**src/rtl/nec_ir_pulse_decoder_core_macros.svh**
```systemverilog
// Assertion macros for the NEC infrared pulse decoder.
`ifndef NEC_IR_PULSE_DECODER_CORE_MACROS_SVH
`define NEC_IR_PULSE_DECODER_CORE_MACROS_SVH

// Same-cycle implication, disabled while reset is asserted.
`define NEC_ASSERT_IMP(lbl, clk, rstn, ante, cons) \
  lbl: assert property (@(posedge clk) disable iff (!(rstn)) (ante) |-> (cons)) \
    else $error("nec_ir assertion failed");

// Next-cycle implication, disabled while reset is asserted.
`define NEC_ASSERT_NXT(lbl, clk, rstn, ante, cons) \
  lbl: assert property (@(posedge clk) disable iff (!(rstn)) (ante) |=> (cons)) \
    else $error("nec_ir assertion failed");

`endif

```
**src/rtl/nec_ir_pkg.sv**
```systemverilog
// Types, constants and helpers shared by the NEC infrared pulse decoder.
package nec_ir_pkg;

  localparam int unsigned DurW = 16;

  // Exclusive window bounds in microseconds.
  localparam logic [DurW-1:0] LeadMarkLo   = 16'd8500;
  localparam logic [DurW-1:0] LeadMarkHi   = 16'd9500;
  localparam logic [DurW-1:0] FrameSpaceLo = 16'd4000;
  localparam logic [DurW-1:0] FrameSpaceHi = 16'd5000;
  localparam logic [DurW-1:0] RptSpaceLo   = 16'd2150;
  localparam logic [DurW-1:0] RptSpaceHi   = 16'd2350;
  localparam logic [DurW-1:0] OneSpaceLo   = 16'd1600;
  localparam logic [DurW-1:0] OneSpaceHi   = 16'd1800;
  localparam logic [DurW-1:0] ShortLo      = 16'd450;
  localparam logic [DurW-1:0] ShortHi      = 16'd650;

  // Pulses per frame are 65; the last one has index 64.
  localparam logic [6:0] LastPulse = 7'd64;

  localparam logic LevelMark  = 1'b0;
  localparam logic LevelSpace = 1'b1;

  typedef enum logic [1:0] {
    PH_IDLE  = 2'd0,
    PH_LEAD  = 2'd1,
    PH_FRAME = 2'd2
  } phase_e;

  // Pulse classification, one flag per recognized pulse kind.
  typedef struct packed {
    logic lead_mark;
    logic frame_space;
    logic rpt_space;
    logic one_space;
    logic zero_space;
    logic stop_mark;
  } pulse_cls_t;

  typedef struct packed {
    logic [7:0] address;
    logic [7:0] key_code;
    logic [7:0] repeats;
    logic       is_repeat_frame;
  } nec_res_t;

  function automatic logic in_window(input logic [DurW-1:0] d,
                                     input logic [DurW-1:0] lo,
                                     input logic [DurW-1:0] hi);
    in_window = (d > lo) && (d < hi);
  endfunction

endpackage

```
**src/rtl/nec_ir_class.sv**
```systemverilog
// Pulse classifier: turns level and duration into window flags.
module nec_ir_class (
  input  logic                     pulse_level_i,
  input  logic [15:0]              duration_us_i,
  output nec_ir_pkg::pulse_cls_t   cls_o
);
  import nec_ir_pkg::*;

  logic is_space;
  logic is_mark;
  logic short_win;

  assign is_space  = (pulse_level_i == LevelSpace);
  assign is_mark   = (pulse_level_i == LevelMark);
  assign short_win = in_window(duration_us_i, ShortLo, ShortHi);

  always_comb begin
    cls_o.lead_mark   = is_mark  && in_window(duration_us_i, LeadMarkLo, LeadMarkHi);
    cls_o.frame_space = is_space && in_window(duration_us_i, FrameSpaceLo, FrameSpaceHi);
    cls_o.rpt_space   = is_space && in_window(duration_us_i, RptSpaceLo, RptSpaceHi);
    cls_o.one_space   = is_space && in_window(duration_us_i, OneSpaceLo, OneSpaceHi);
    cls_o.zero_space  = is_space && short_win;
    cls_o.stop_mark   = is_mark  && short_win;
  end

endmodule

```
**src/rtl/nec_ir_dec.sv**
```systemverilog
// Decoder state machine: phase, frame word, held address/key and repeat tally.
module nec_ir_dec (
  input  logic                   clk_i,
  input  logic                   rst_ni,
  input  logic                   step_i,
  input  nec_ir_pkg::pulse_cls_t cls_i,
  output logic                   res_valid_o,
  output nec_ir_pkg::nec_res_t   res_o
);
  import nec_ir_pkg::*;

  phase_e      phase_q, phase_d;
  logic [6:0]  idx_q, idx_d;
  logic [31:0] shift_q, shift_d;
  logic [7:0]  addr_q, addr_d;
  logic [7:0]  key_q, key_d;
  logic [7:0]  tally_q, tally_d;
  logic        check_ok;

  assign check_ok = (shift_q[31:24] == ~shift_q[23:16]) &&
                    (shift_q[15:8]  == ~shift_q[7:0]);

  // Next phase.
  always_comb begin
    case (phase_q)
      PH_LEAD:  phase_d = cls_i.frame_space ? PH_FRAME : PH_IDLE;
      PH_FRAME: phase_d = (idx_q < LastPulse) ? PH_FRAME : PH_IDLE;
      default:  phase_d = cls_i.lead_mark ? PH_LEAD : PH_IDLE;
    endcase
  end

  // Datapath and result.
  always_comb begin
    idx_d       = idx_q;
    shift_d     = shift_q;
    addr_d      = addr_q;
    key_d       = key_q;
    tally_d     = tally_q;
    res_valid_o = 1'b0;
    res_o       = '{address: addr_q, key_code: key_q, repeats: tally_q,
                    is_repeat_frame: 1'b0};
    case (phase_q)
      PH_LEAD: begin
        if (cls_i.frame_space) begin
          idx_d   = '0;
          shift_d = '0;
        end else if (cls_i.rpt_space) begin
          tally_d     = (tally_q == 8'hFF) ? tally_q : tally_q + 8'd1;
          res_valid_o = 1'b1;
          res_o       = '{address: addr_q, key_code: key_q, repeats: tally_d,
                          is_repeat_frame: 1'b1};
        end else begin
          tally_d = '0;
        end
      end
      PH_FRAME: begin
        if (cls_i.one_space) begin
          shift_d = {shift_q[30:0], 1'b1};
        end else if (cls_i.zero_space) begin
          shift_d = {shift_q[30:0], 1'b0};
        end
        if (idx_q < LastPulse) begin
          idx_d = idx_q + 7'd1;
        end else begin
          idx_d = '0;
          // Stop mark closes the frame; shift word is untouched by a mark.
          if (cls_i.stop_mark && (idx_q == LastPulse)) begin
            tally_d = '0;
            if (check_ok) begin
              addr_d      = shift_q[31:24];
              key_d       = shift_q[15:8];
              res_valid_o = 1'b1;
              res_o       = '{address: shift_q[31:24], key_code: shift_q[15:8],
                              repeats: 8'd0, is_repeat_frame: 1'b0};
            end else begin
              addr_d = '0;
              key_d  = '0;
            end
          end
        end
      end
      default: begin
      end
    endcase
  end

  always_ff @(posedge clk_i or negedge rst_ni) begin
    if (!rst_ni) begin
      phase_q <= PH_IDLE;
      idx_q   <= '0;
      shift_q <= '0;
      addr_q  <= '0;
      key_q   <= '0;
      tally_q <= '0;
    end else if (step_i) begin
      phase_q <= phase_d;
      idx_q   <= idx_d;
      shift_q <= shift_d;
      addr_q  <= addr_d;
      key_q   <= key_d;
      tally_q <= tally_d;
    end
  end

endmodule

```
**src/rtl/nec_ir_pulse_decoder_core.sv**
```systemverilog
// NEC infrared pulse decoder, top level with input and result registers.
//
// Input channel (in_valid_i / in_ready_o): one measured pulse per
// transaction, pulse_level_i (0 = carrier mark, 1 = space) and its length
// duration_us_i in microseconds. The pulse is classified on the way in and
// the window flags are held in the input register.
// Output channel (out_valid_o / out_ready_i): zero or one result per pulse:
// address, key code, repeat count and a repeat-code flag.
// Order: an accepted pulse is held in the input register; its decoder step
// updates the state and loads its result, if any, into the result register.
// Throughput: one pulse per cycle while the output side takes results. The
// decoder step is gated only by the result register being free or being
// drained in the same cycle, so in_ready_o falls only when both the input
// register and a stalled result register are occupied.
// Reset (rst_ni low, asynchronous): phase goes idle, frame counter, frame
// word, held address/key and repeat tally clear, both registers empty.
// Receiver stall: the result is held stable until taken; at most one more
// pulse waits in the input register before in_ready_o drops.
module nec_ir_pulse_decoder_core (
  input  logic        clk_i,
  input  logic        rst_ni,
  input  logic        in_valid_i,
  output logic        in_ready_o,
  input  logic        pulse_level_i,
  input  logic [15:0] duration_us_i,
  output logic        out_valid_o,
  input  logic        out_ready_i,
  output logic [7:0]  address_o,
  output logic [7:0]  key_code_o,
  output logic [7:0]  repeats_o,
  output logic        is_repeat_frame_o
);
  import nec_ir_pkg::*;

  `include "nec_ir_pulse_decoder_core_macros.svh"

  pulse_cls_t in_cls;
  pulse_cls_t s1_cls_q;
  logic       s1_valid_q;
  logic       out_free;
  logic       step;
  logic       res_valid;
  nec_res_t   res;
  logic       out_valid_q;
  nec_res_t   out_res_q;

  nec_ir_class u_class (
    .pulse_level_i (pulse_level_i),
    .duration_us_i (duration_us_i),
    .cls_o         (in_cls)
  );

  // Result register is free when empty or drained this cycle.
  assign out_free   = !out_valid_q || out_ready_i;
  assign step       = s1_valid_q && out_free;
  assign in_ready_o = !s1_valid_q || out_free;

  // Input register.
  always_ff @(posedge clk_i or negedge rst_ni) begin
    if (!rst_ni) begin
      s1_valid_q <= 1'b0;
    end else if (in_ready_o) begin
      s1_valid_q <= in_valid_i;
    end
  end

  always_ff @(posedge clk_i) begin
    if (in_ready_o && in_valid_i) begin
      s1_cls_q <= in_cls;
    end
  end

  nec_ir_dec u_dec (
    .clk_i       (clk_i),
    .rst_ni      (rst_ni),
    .step_i      (step),
    .cls_i       (s1_cls_q),
    .res_valid_o (res_valid),
    .res_o       (res)
  );

  // Result register.
  always_ff @(posedge clk_i or negedge rst_ni) begin
    if (!rst_ni) begin
      out_valid_q <= 1'b0;
    end else if (out_free) begin
      out_valid_q <= step && res_valid;
    end
  end

  always_ff @(posedge clk_i) begin
    if (step && res_valid) begin
      out_res_q <= res;
    end
  end

  assign out_valid_o       = out_valid_q;
  assign address_o         = out_res_q.address;
  assign key_code_o        = out_res_q.key_code;
  assign repeats_o         = out_res_q.repeats;
  assign is_repeat_frame_o = out_res_q.is_repeat_frame;

  // A repeat result always carries a nonzero tally.
  `NEC_ASSERT_IMP(a_rpt_nonzero, clk_i, rst_ni, out_valid_o && is_repeat_frame_o, repeats_o != 8'd0)
  // A fresh frame result always reports zero repeats.
  `NEC_ASSERT_IMP(a_frame_zero, clk_i, rst_ni, out_valid_o && !is_repeat_frame_o, repeats_o == 8'd0)
  // Back-pressure only when both stages hold a transaction and output stalls.
  `NEC_ASSERT_IMP(a_ready_stall, clk_i, rst_ni, !in_ready_o, s1_valid_q && out_valid_q && !out_ready_i)
  // A stalled result is not overwritten.
  `NEC_ASSERT_NXT(a_hold_res, clk_i, rst_ni, out_valid_q && !out_ready_i, out_valid_q && $stable(out_res_q))

endmodule
```
**config.mk**
```make
export PLATFORM = sky130hd
export DESIGN_NAME = nec_ir_pulse_decoder_core
export DESIGN_NICKNAME = d
export VERILOG_FILES = /design/src/rtl/nec_ir_pkg.sv /design/src/rtl/nec_ir_class.sv /design/src/rtl/nec_ir_dec.sv /design/src/rtl/nec_ir_pulse_decoder_core.sv
export VERILOG_INCLUDE_DIRS = /design/src /design/src/rtl
export SDC_FILE = /design/constraint.sdc
export NUM_CORES = 1
export LEC_CHECK = 0
export BUFFER_PORTS_ARGS = -buffer_cell sky130_fd_sc_hd__buf_4
export CORE_MARGIN = 2
export CORE_UTILIZATION = 60
export CTS_BUF_LIST = sky130_fd_sc_hd__clkbuf_4
export CTS_CLUSTER_SIZE = 12
export DETAILED_ROUTE_END_ITERATION = 10
export MAX_ROUTING_LAYER = met4
export PLACE_DENSITY = 0.78
export SLEW_MARGIN = 20
export SYNTH_ARGS = -nofsm -noshare
export SYNTH_HDL_FRONTEND = slang
export SYNTH_SLANG_ARGS = --single-unit
```
**constraint.sdc**
```tcl
create_clock -name clk_i -period 4.4 [get_ports clk_i]
set_clock_uncertainty 0.05 [all_clocks]
set_input_delay 1.1 -clock clk_i [delete_from_list [all_inputs] [get_ports clk_i]]
set_output_delay 1.1 -clock clk_i [all_outputs]
set_load 0.005 [all_outputs]
```
==> reports/results.md, run 1 <==
| Stage | Quantity | Reported |
|:---|:---|:---|
| logic synthesis | Cell type with the largest total area after synthesis | sky130_fd_sc_hd__dfrtp_1 |
| placement | Weighted congestion at the end of routability-driven global placement | 0.884 |
| setup path | Worst setup EP type | flip-flop |
| logic synthesis | Warnings, synthesis | 0 |
| logic synthesis | Mapped cell area | 5150 sq um |
| clock tree | # clock sinks | 98 |
| logic synthesis | Post-Synth Simple-Gate Area | 18.2% |
| clock tree | Clock buffers created by TritonCTS | 9 |
| power | Internal power | 1.15 mW |
| setup path | Critical-path cell list | xnor2_1 > nor4_2 > nand4_4 > nor2_1 > a31o_2 |
| logic synthesis | Post-Synth Adder-Cell Area | 1.22% |
| routing | DRC Markers | 0 |
| timing | Period Utilization, post-route | 66.3% |
| floorplan | Count of standard-cell rows | 33 |
| setup path | Critical path class | flip-flop to flip-flop |
| setup path | Slowest stage delay, CP | 0.66 ns |
| routing | Post-Route WL | 10400 um |
| logic synthesis | Primary flip-flop cell chosen by synthesis mapping | sky130_fd_sc_hd__dfrtp_1 |
| routing | Routed wire length per instance | 16.1 um |
| min path | Path type of the worst min-delay path | flip-flop to flip-flop |
| timing | Setup repair after global routing missed its margin | false |
| final layout | Count of nets after finishing | 565 |
| setup path | Kind of launch point of the worst setup path | flip-flop |
| grt | Total gr overflow | 0 |
| routing | Pre-antenna DRT Iters | 5 |
| timing | Total setup violations reported at the end of the flow | 0 |
| logic synthesis | Proportion of netlist area held by the largest area contributor | 32.6% |
| setup path | Data arrival time at the worst-slack endpoint | 2.97 ns |
| grt | Overall routing resource usage | 23.3% |
| timing | Worst Tran Pin Value | 1.08 ns |
| grt | Initial antenna violation count | 0 |
| run status | Run status | completed |
| clock tree | Skew-Pair Late Insertion Delay | 0.47 ns |
| routing | Vias per inst | 6.12 |
| timing | Final TNS setup | 0 ns |
| grt | Layer with the highest usage after global routing | met2 |
| placement | Number of buffers added on ports | 47 |
| floorplan | Effective utilization at floorplan | 62.3% |
| placement | Total instance count after detailed placement | 632 |
| grt | Global-route wire length before repair | 17500 um |
| final layout | Layout cells sized above 1 | 18.8% |
| logic synthesis | Synth area leaders | sky130_fd_sc_hd__dfrtp_1, sky130_fd_sc_hd__edfxtp_1, sky130_fd_sc_hd__o21ai_0, sky130_fd_sc_hd__nand3_1, sky130_fd_sc_hd__nand2_1 |
| clock tree | Hold buffer count at CTS | 0 |
| logic synthesis | Number of synthesized flops with an enable pin | 31 |
| power | Switching part of the total power | 29.9% |
| final layout | Most common cell after layout, fill and taps aside | sky130_fd_sc_hd__dfrtp_1 |
| placement | DP HPWL | 7290 um |
| final layout | Number of filler instances in the final layout | 644 |
| logic synthesis | Share of async-settable or async-resettable flops after synthesis | 68.4% |
| timing | Max-slew violation count | 0 |
| clock tree | Root Buffer Master | sky130_fd_sc_hd__clkbuf_4 |
| floorplan | Die X | 96.6 um |
| grt | Met2 Track Usage GR | 34.2% |
| floorplan | Total Die Area | 9340 sq um |
| power | Comb pwr share | 10.5% |
| logic synthesis | Post-Synthesis Cells | 513 |
| timing | Final critical delay including setup and external delays | 2.92 ns |
| final layout | Core Util, Final | 68.2% |
| grt | Met1 track demand over resource in global routing | 34.2% |
| logic synthesis | Avg Synthesized Cell Area | 10.0 sq um |
| timing | Worst rel slew slack | 27.1% |
| setup path | CP Max Fanout | 25 |
| timing | Hold Violations, Final | 0 |
| clock tree | # H-tree levels | 3 |
| setup path | Cell at the slowest stage of the critical path | sky130_fd_sc_hd__a31o_2 |
| final layout | Most frequent cells in the layout | sky130_fd_sc_hd__dfrtp_1, sky130_fd_sc_hd__buf_4, sky130_fd_sc_hd__nand2_1 |
| power | Power density of the placed cells | 292 nW/um^2 |
| clock tree | Count of cells resized by post-cts repair | 0 |
| power | Power share of the sequential group | 60.1% |
| clock tree | Maximum root-to-sink buffer count | 2 |
| final layout | Area of the multi-input gates | 2200 sq um |
| grt | Vias in the first global route | 3594 |
| final layout | Total area of sequential cells | 2610 sq um |
| power | Net switching power of the design | 0.492 mW |
| clock tree | Setup Fix Bufs, Post-CTS | 0 |
| power | Pwr Total | 1.65 mW |
| routing | Detail Route Antenna Nets | 0 |
| placement | Worst-case setup slack after placement | 1.40 ns |
| power | Static Leakage | 2.27 nW |
| logic synthesis | Post-Syn Nets | 539 |
| logic synthesis | Synthesized-area fraction occupied by xor and xnor cells | 2.72% |
| floorplan | DIE HEIGHT | 96.6 um |
| power | Clock share of power | 29.5% |
| logic synthesis | Total of flip-flops plus latches after synthesis | 98 |
| final layout | Number of inserted diodes | 0 |
| timing | Hold Worst Slack | 0.455 ns |
| grt | Pin count of the biggest net entering global routing | 68 |
| clock tree | CTS tree | built |
| logic synthesis | Multiplexer share of the synthesized area | 0.194% |
| run | Max-cap violation count | 0 |
| logic synthesis | Main combinational cell family by area after synthesis | compound AO/OA/AOI/OAI gates |
| routing | Number of DRC markers after the initial detailed-route iteration | 294 |
| floorplan | Core outline area | 8260 sq um |
| floorplan | Number of top-level pins | 48 |
| logic synthesis | Synth Area in Compound Gates | 20.4% |
| grt | GR Util met3 | 4.19% |
| routing | Total number of vias | 3975 |
| setup path | Critical path data required time | 4.46 ns |
| placement | Placement Cell Area | 5470 sq um |
| logic synthesis | Sequential element share of the synthesized area | 50.6% |
| timing | Setup WS post-layout | 1.48 ns |
| final layout | Fin area | 5630 sq um |
| final layout | Layout Cells excl Fill | 649 |
| power | Peak supply drop | 0.177 mV |
| logic synthesis | Post-synthesis cell type count | 60 |
| final layout | Area added between synthesis and finish | 9.33% |
| timing | Maximum frequency from static timing analysis | 0.343 GHz |
| clock tree | Clock Pin Slew Worst Setup and Hold Paths | 0.19 ns |
Yosys cell counts, drive strengths merged, types with 16 or more instances:
cell and instances:
dfrtp 67, nand2 48, o21ai 48, inv 44, nand3 41, edfxtp 31, clkbuf 27, a21oi 23
nor2 23, a22o 17, o2bb2ai 16, xnor2 16
critical path: cells and delay by family (launching register included):
family	cells	cell delay, ns
simple gates	3	1.17
compound gates	1	0.66
flops	1	0.50
xor+xnor	1	0.17
power by group through the flow:
stage | Clock [mW] | Combinational, mW | Sequential [mW]
after global placement | 0 | 0.167 | 1.00
final | 0.485 | 0.172 | 0.988
after global routing | 0.527 | 0.193 | 0.993
after floorplan | 0 | 0.120 | 0.995
after CTS | 0.491 | 0.172 | 0.987
after detailed placement | 0 | 0.171 | 1.01
area by class of cell:
cell class	count	share of cell area, %
tap	105	2.33
inverter	44	2.93
clock buffer	9	1.20
multi-input combinational	336	39.0
clock inverter	7	1.44
sequential	98	46.3
timing repair buffer	50	6.73
routing by layer:
metal | share of wire, % | wire [um] | vias to the layer above
met5 | 0 | 0 | -
met4 | 1.2 | 129 | 0
met3 | 5.7 | 597 | 15
met2 | 46 | 4800 | 140
met1 | 47 | 4920 | 1906
li1 | - | - | 1914
registers in the layout (all words and copies together) (netlist names):
register / flops
is_repeat_frame_o: 1
u_dec.idx_q: 7
s1_valid_q: 1
u_dec.key_q: 8
out_valid_o: 1
u_dec.addr_q: 8
address_o: 8
u_dec.shift_q: 32
repeats_o: 8
u_dec.phase_q: 2
s1_cls_q: 6
u_dec.tally_q: 8
key_code_o: 8
kinds of logic (layout without fill, tap and decap cells):
logic type	after synthesis	count (layout)
flip-flops	98	98
multiplexers	1	1
XOR/XNOR	16	16
AND/OR/NAND/NOR	169	169
adder cells (fa/ha/maj)	5	5
buffers and inverters	79	110
AO/OA/AOI/OAI	145	145
worst paths after layout:
check                            startpoint          endpoint  slack, ns  depth (start not counted)
setup / recovery           u_dec.shift_q[9]      address_o[2]       1.48                          5
hold / removal                  s1_cls_q[5]  u_dec.phase_q[0]       0.45                          2
setup reg to reg           u_dec.shift_q[9]      address_o[2]       1.48                          5
hold reg to reg                 s1_cls_q[5]  u_dec.phase_q[0]       0.45                          2
max in group asynchronous            rst_ni        s1_valid_q       3.06                          1
min in group asynchronous            rst_ni  u_dec.shift_q[6]       0.66                          1
Power figures use the tool's default switching activity.
==> run 2: changes to the inputs <==
==> constraint.sdc (replaced) <==
create_clock -name clk_i -period 2.71 [get_ports clk_i]
set_clock_uncertainty 0.05 [all_clocks]
set_input_delay 0.6775 -clock clk_i [delete_from_list [all_inputs] [get_ports clk_i]]
set_output_delay 0.6775 -clock clk_i [all_outputs]
set_load 0.005 [all_outputs]
==> reports/results.md, run 2 (synthesized netlist as in run 1, its figures left out) <==
| Stage | Quantity | Reported | Change |
|:---|:---|:---|:---|
| final layout | Most common cell after layout, fill and taps aside | sky130_fd_sc_hd__dfrtp_1 |  |
| power | Power share of the sequential group | 58.2% | -1.9 points |
| floorplan | Count of standard-cell rows | 33 | unchanged |
| routing | Vias per inst | 6.08 | -0.77% |
| setup path | Critical-path cell list | inv_1 > ha_1 > nand4b_1 > or4_4 > or3_1 > buf_4 > nor2_8 > a22o_2 |  |
| clock tree | Setup Fix Bufs, Post-CTS | 0 | unchanged |
| floorplan | Number of top-level pins | 48 | unchanged |
| power | Static Leakage | 2.31 nW | +1.9% |
| grt | Global-route wire length before repair | 18100 um | +3.2% |
| routing | Number of DRC markers after the initial detailed-route iteration | 390 | +33% |
| routing | Pre-antenna DRT Iters | 5 | unchanged |
| floorplan | DIE HEIGHT | 96.6 um | unchanged |
| timing | Max-slew violation count | 0 | unchanged |
| power | Comb pwr share | 10.5% | about the same |
| routing | Detail Route Antenna Nets | 0 | unchanged |
| clock tree | Clock buffers created by TritonCTS | 9 | unchanged |
| placement | Weighted congestion at the end of routability-driven global placement | 0.860 | -2.7% |
| final layout | Area added between synthesis and finish | 10.9% |  |
| final layout | Total area of sequential cells | 2610 sq um | unchanged |
| timing | Total setup violations reported at the end of the flow | 0 | unchanged |
| grt | Total gr overflow | 0 | unchanged |
| clock tree | Hold buffer count at CTS | 0 | unchanged |
| placement | DP HPWL | 7270 um | -0.25% |
| timing | Worst rel slew slack | 44.5% | +17 points |
| final layout | Register with the most flip-flops | u_dec.shift_q |  |
| floorplan | Total Die Area | 9340 sq um | unchanged |
| setup path | Cell at the slowest stage of the critical path | sky130_fd_sc_hd__or4_4 |  |
| final layout | Most frequent cells in the layout | sky130_fd_sc_hd__dfrtp_1, sky130_fd_sc_hd__buf_4, sky130_fd_sc_hd__nand2_1 |  |
| timing | Setup repair after global routing missed its margin | false |  |
| power | Clock share of power | 31.3% | +1.8 points |
| setup path | Critical path class | flip-flop to flip-flop |  |
| final layout | Fin area | 5710 sq um | +1.4% |
| timing | Worst Tran Pin Value | 0.832 ns | -0.253 ns |
| grt | Overall routing resource usage | 24.0% | +0.75 points |
| setup path | Critical path data required time | 3.06 ns | -1.40 ns |
| clock tree | # H-tree levels | 3 | unchanged |
| clock tree | Count of cells resized by post-cts repair | 0 | unchanged |
| grt | Initial antenna violation count | 0 | unchanged |
| clock tree | CTS tree | built |  |
| clock tree | Skew-Pair Late Insertion Delay | 0.45 ns | -0.02 ns |
| power | Power density of the placed cells | 482 nW/um^2 | +65% |
| placement | Placement Cell Area | 5550 sq um | +1.4% |
| run status | Run status | completed |  |
| power | Peak supply drop | 0.281 mV | +59% |
| timing | Final critical delay including setup and external delays | 2.39 ns | -0.523 ns |
| final layout | Layout cells sized above 1 | 19.6% | +0.89 points |
| final layout | Layout Cells excl Fill | 655 | +0.92% |
| placement | Number of buffers added on ports | 47 | unchanged |
| setup path | Worst setup EP type | flip-flop |  |
| clock tree | Maximum root-to-sink buffer count | 2 | unchanged |
| clock tree | # clock sinks | 98 | unchanged |
| routing | DRC Markers | 0 | unchanged |
| timing | Final TNS setup | 0 ns | unchanged |
| floorplan | Effective utilization at floorplan | 62.3% | unchanged |
| final layout | Number of inserted diodes | 0 | unchanged |
| grt | Vias in the first global route | 3750 | +4.3% |
| timing | Hold Violations, Final | 0 | unchanged |
| setup path | Data arrival time at the worst-slack endpoint | 2.75 ns | -0.22 ns |
| min path | Path type of the worst min-delay path | primary input to asynchronous set/reset pin |  |
| floorplan | Core outline area | 8260 sq um | unchanged |
| grt | Pin count of the biggest net entering global routing | 68 | unchanged |
| final layout | Flip-flop count of the largest register after layout | 32 | unchanged |
| placement | Total instance count after detailed placement | 639 | +1.1% |
| final layout | Count of nets after finishing | 571 | +1.1% |
| routing | Routed wire length per instance | 16.3 um | +1.1% |
| clock tree | Clock Pin Slew Worst Setup and Hold Paths | 0.16 ns | -0.03 ns |
| timing | Maximum frequency from static timing analysis | 0.418 GHz | +22% |
| timing | Period Utilization, post-route | 88.3% | +22 points |
| routing | Total number of vias | 3981 | +0.15% |
| final layout | Number of filler instances in the final layout | 627 | -2.6% |
| setup path | CP Max Fanout | 17 | -32% |
| setup path | Kind of launch point of the worst setup path | flip-flop |  |
| clock tree | Root Buffer Master | sky130_fd_sc_hd__clkbuf_4 |  |
| floorplan | Die X | 96.6 um | unchanged |
| power | Net switching power of the design | 0.785 mW | +60% |
| power | Internal power | 1.97 mW | +70% |
| final layout | Area of the multi-input gates | 2200 sq um | unchanged |
| routing | Post-Route WL | 10700 um | +2.0% |
| run | Max-cap violation count | 0 | unchanged |
| power | Switching part of the total power | 28.5% | -1.4 points |
| setup path | Slowest stage delay, CP | 0.49 ns | -0.17 ns |
-- run 2: changes by cell type in the layout (fill, tap and decap cells not counted) --
cell / change
sky130_fd_sc_hd__buf_4: +5
sky130_fd_sc_hd__buf_12: +2
sky130_fd_sc_hd__buf_6: -1
sky130_fd_sc_hd__bufinv_16: +1
sky130_fd_sc_hd__clkinv_4: -1
sky130_fd_sc_hd__clkinv_8: -1
sky130_fd_sc_hd__inv_6: +1
-- run 2: critical path, delay by kind of cell, from the launching register on --
family / cells / cell delay (ns)
simple gates: 4 / 1.23
flops: 1 / 0.44
buf+inv: 2 / 0.29
compound gates: 1 / 0.19
fa+ha+maj: 1 / 0.15
-- run 2: area by class of cell --
cell class	instances	area share, %
multi-input cells	336	38.5
clock inverters	7	1.67
well taps	105	2.30
clock buffers	9	1.18
flip-flops and latches	98	45.7
inverters	44	2.89
repair buffers	56	7.80
-- run 2: layer usage --
layer	part of all wire (%)	GRT usage, %
met5	0	-
met4	1.1	7.48
met3	5.8	3.03
met2	47	36.9
met1	46	33.9
-- run 2: through the flow --
| step | hold slack, ns | util (%) | total power [mW] | setup slack [ns] |
|---|---|---|---|---|
| 5_1_grt | 0.307 | 69.1 | 2.87 | 0.115 |
| 2_1_floorplan | 0.332 | - | 1.81 | 0.269 |
| 4_1_cts | 0.259 | 69.1 | 2.76 | 0.300 |
| 3_3_place_gp | 0.442 | 67.2 | 1.91 | 0.333 |
| 3_5_place_dp | 0.444 | 67.2 | 1.92 | 0.350 |
| 6_report | 0.252 | 69.1 | 2.75 | 0.318 |
-- run 2: final timing paths --
path | startpoint | end | slack [ns] | cells after the start
hold / removal | rst_ni | u_dec.shift_q[3] | 0.25 | 1
hold reg to reg | u_dec.addr_q[3] | u_dec.addr_q[3] | 0.48 | 1
max in group asynchronous | rst_ni | s1_valid_q | 1.81 | 1
min in group clk_i | in_valid_i | s1_valid_q | 0.38 | 2
setup / recovery | u_dec.idx_q[0] | u_dec.addr_q[7] | 0.32 | 8
setup reg to reg | u_dec.idx_q[0] | u_dec.addr_q[7] | 0.32 | 8
-- run 2: power groups by stage --
stage          sequential [mW]  combinational (mW)  clock, mW
2_1_floorplan             1.62               0.195          0
3_3_place_gp              1.63               0.279          0
3_5_place_dp              1.63               0.286          0
4_1_cts                   1.60               0.287      0.872
5_1_grt                   1.61               0.327      0.937
6_report                  1.60               0.288      0.862
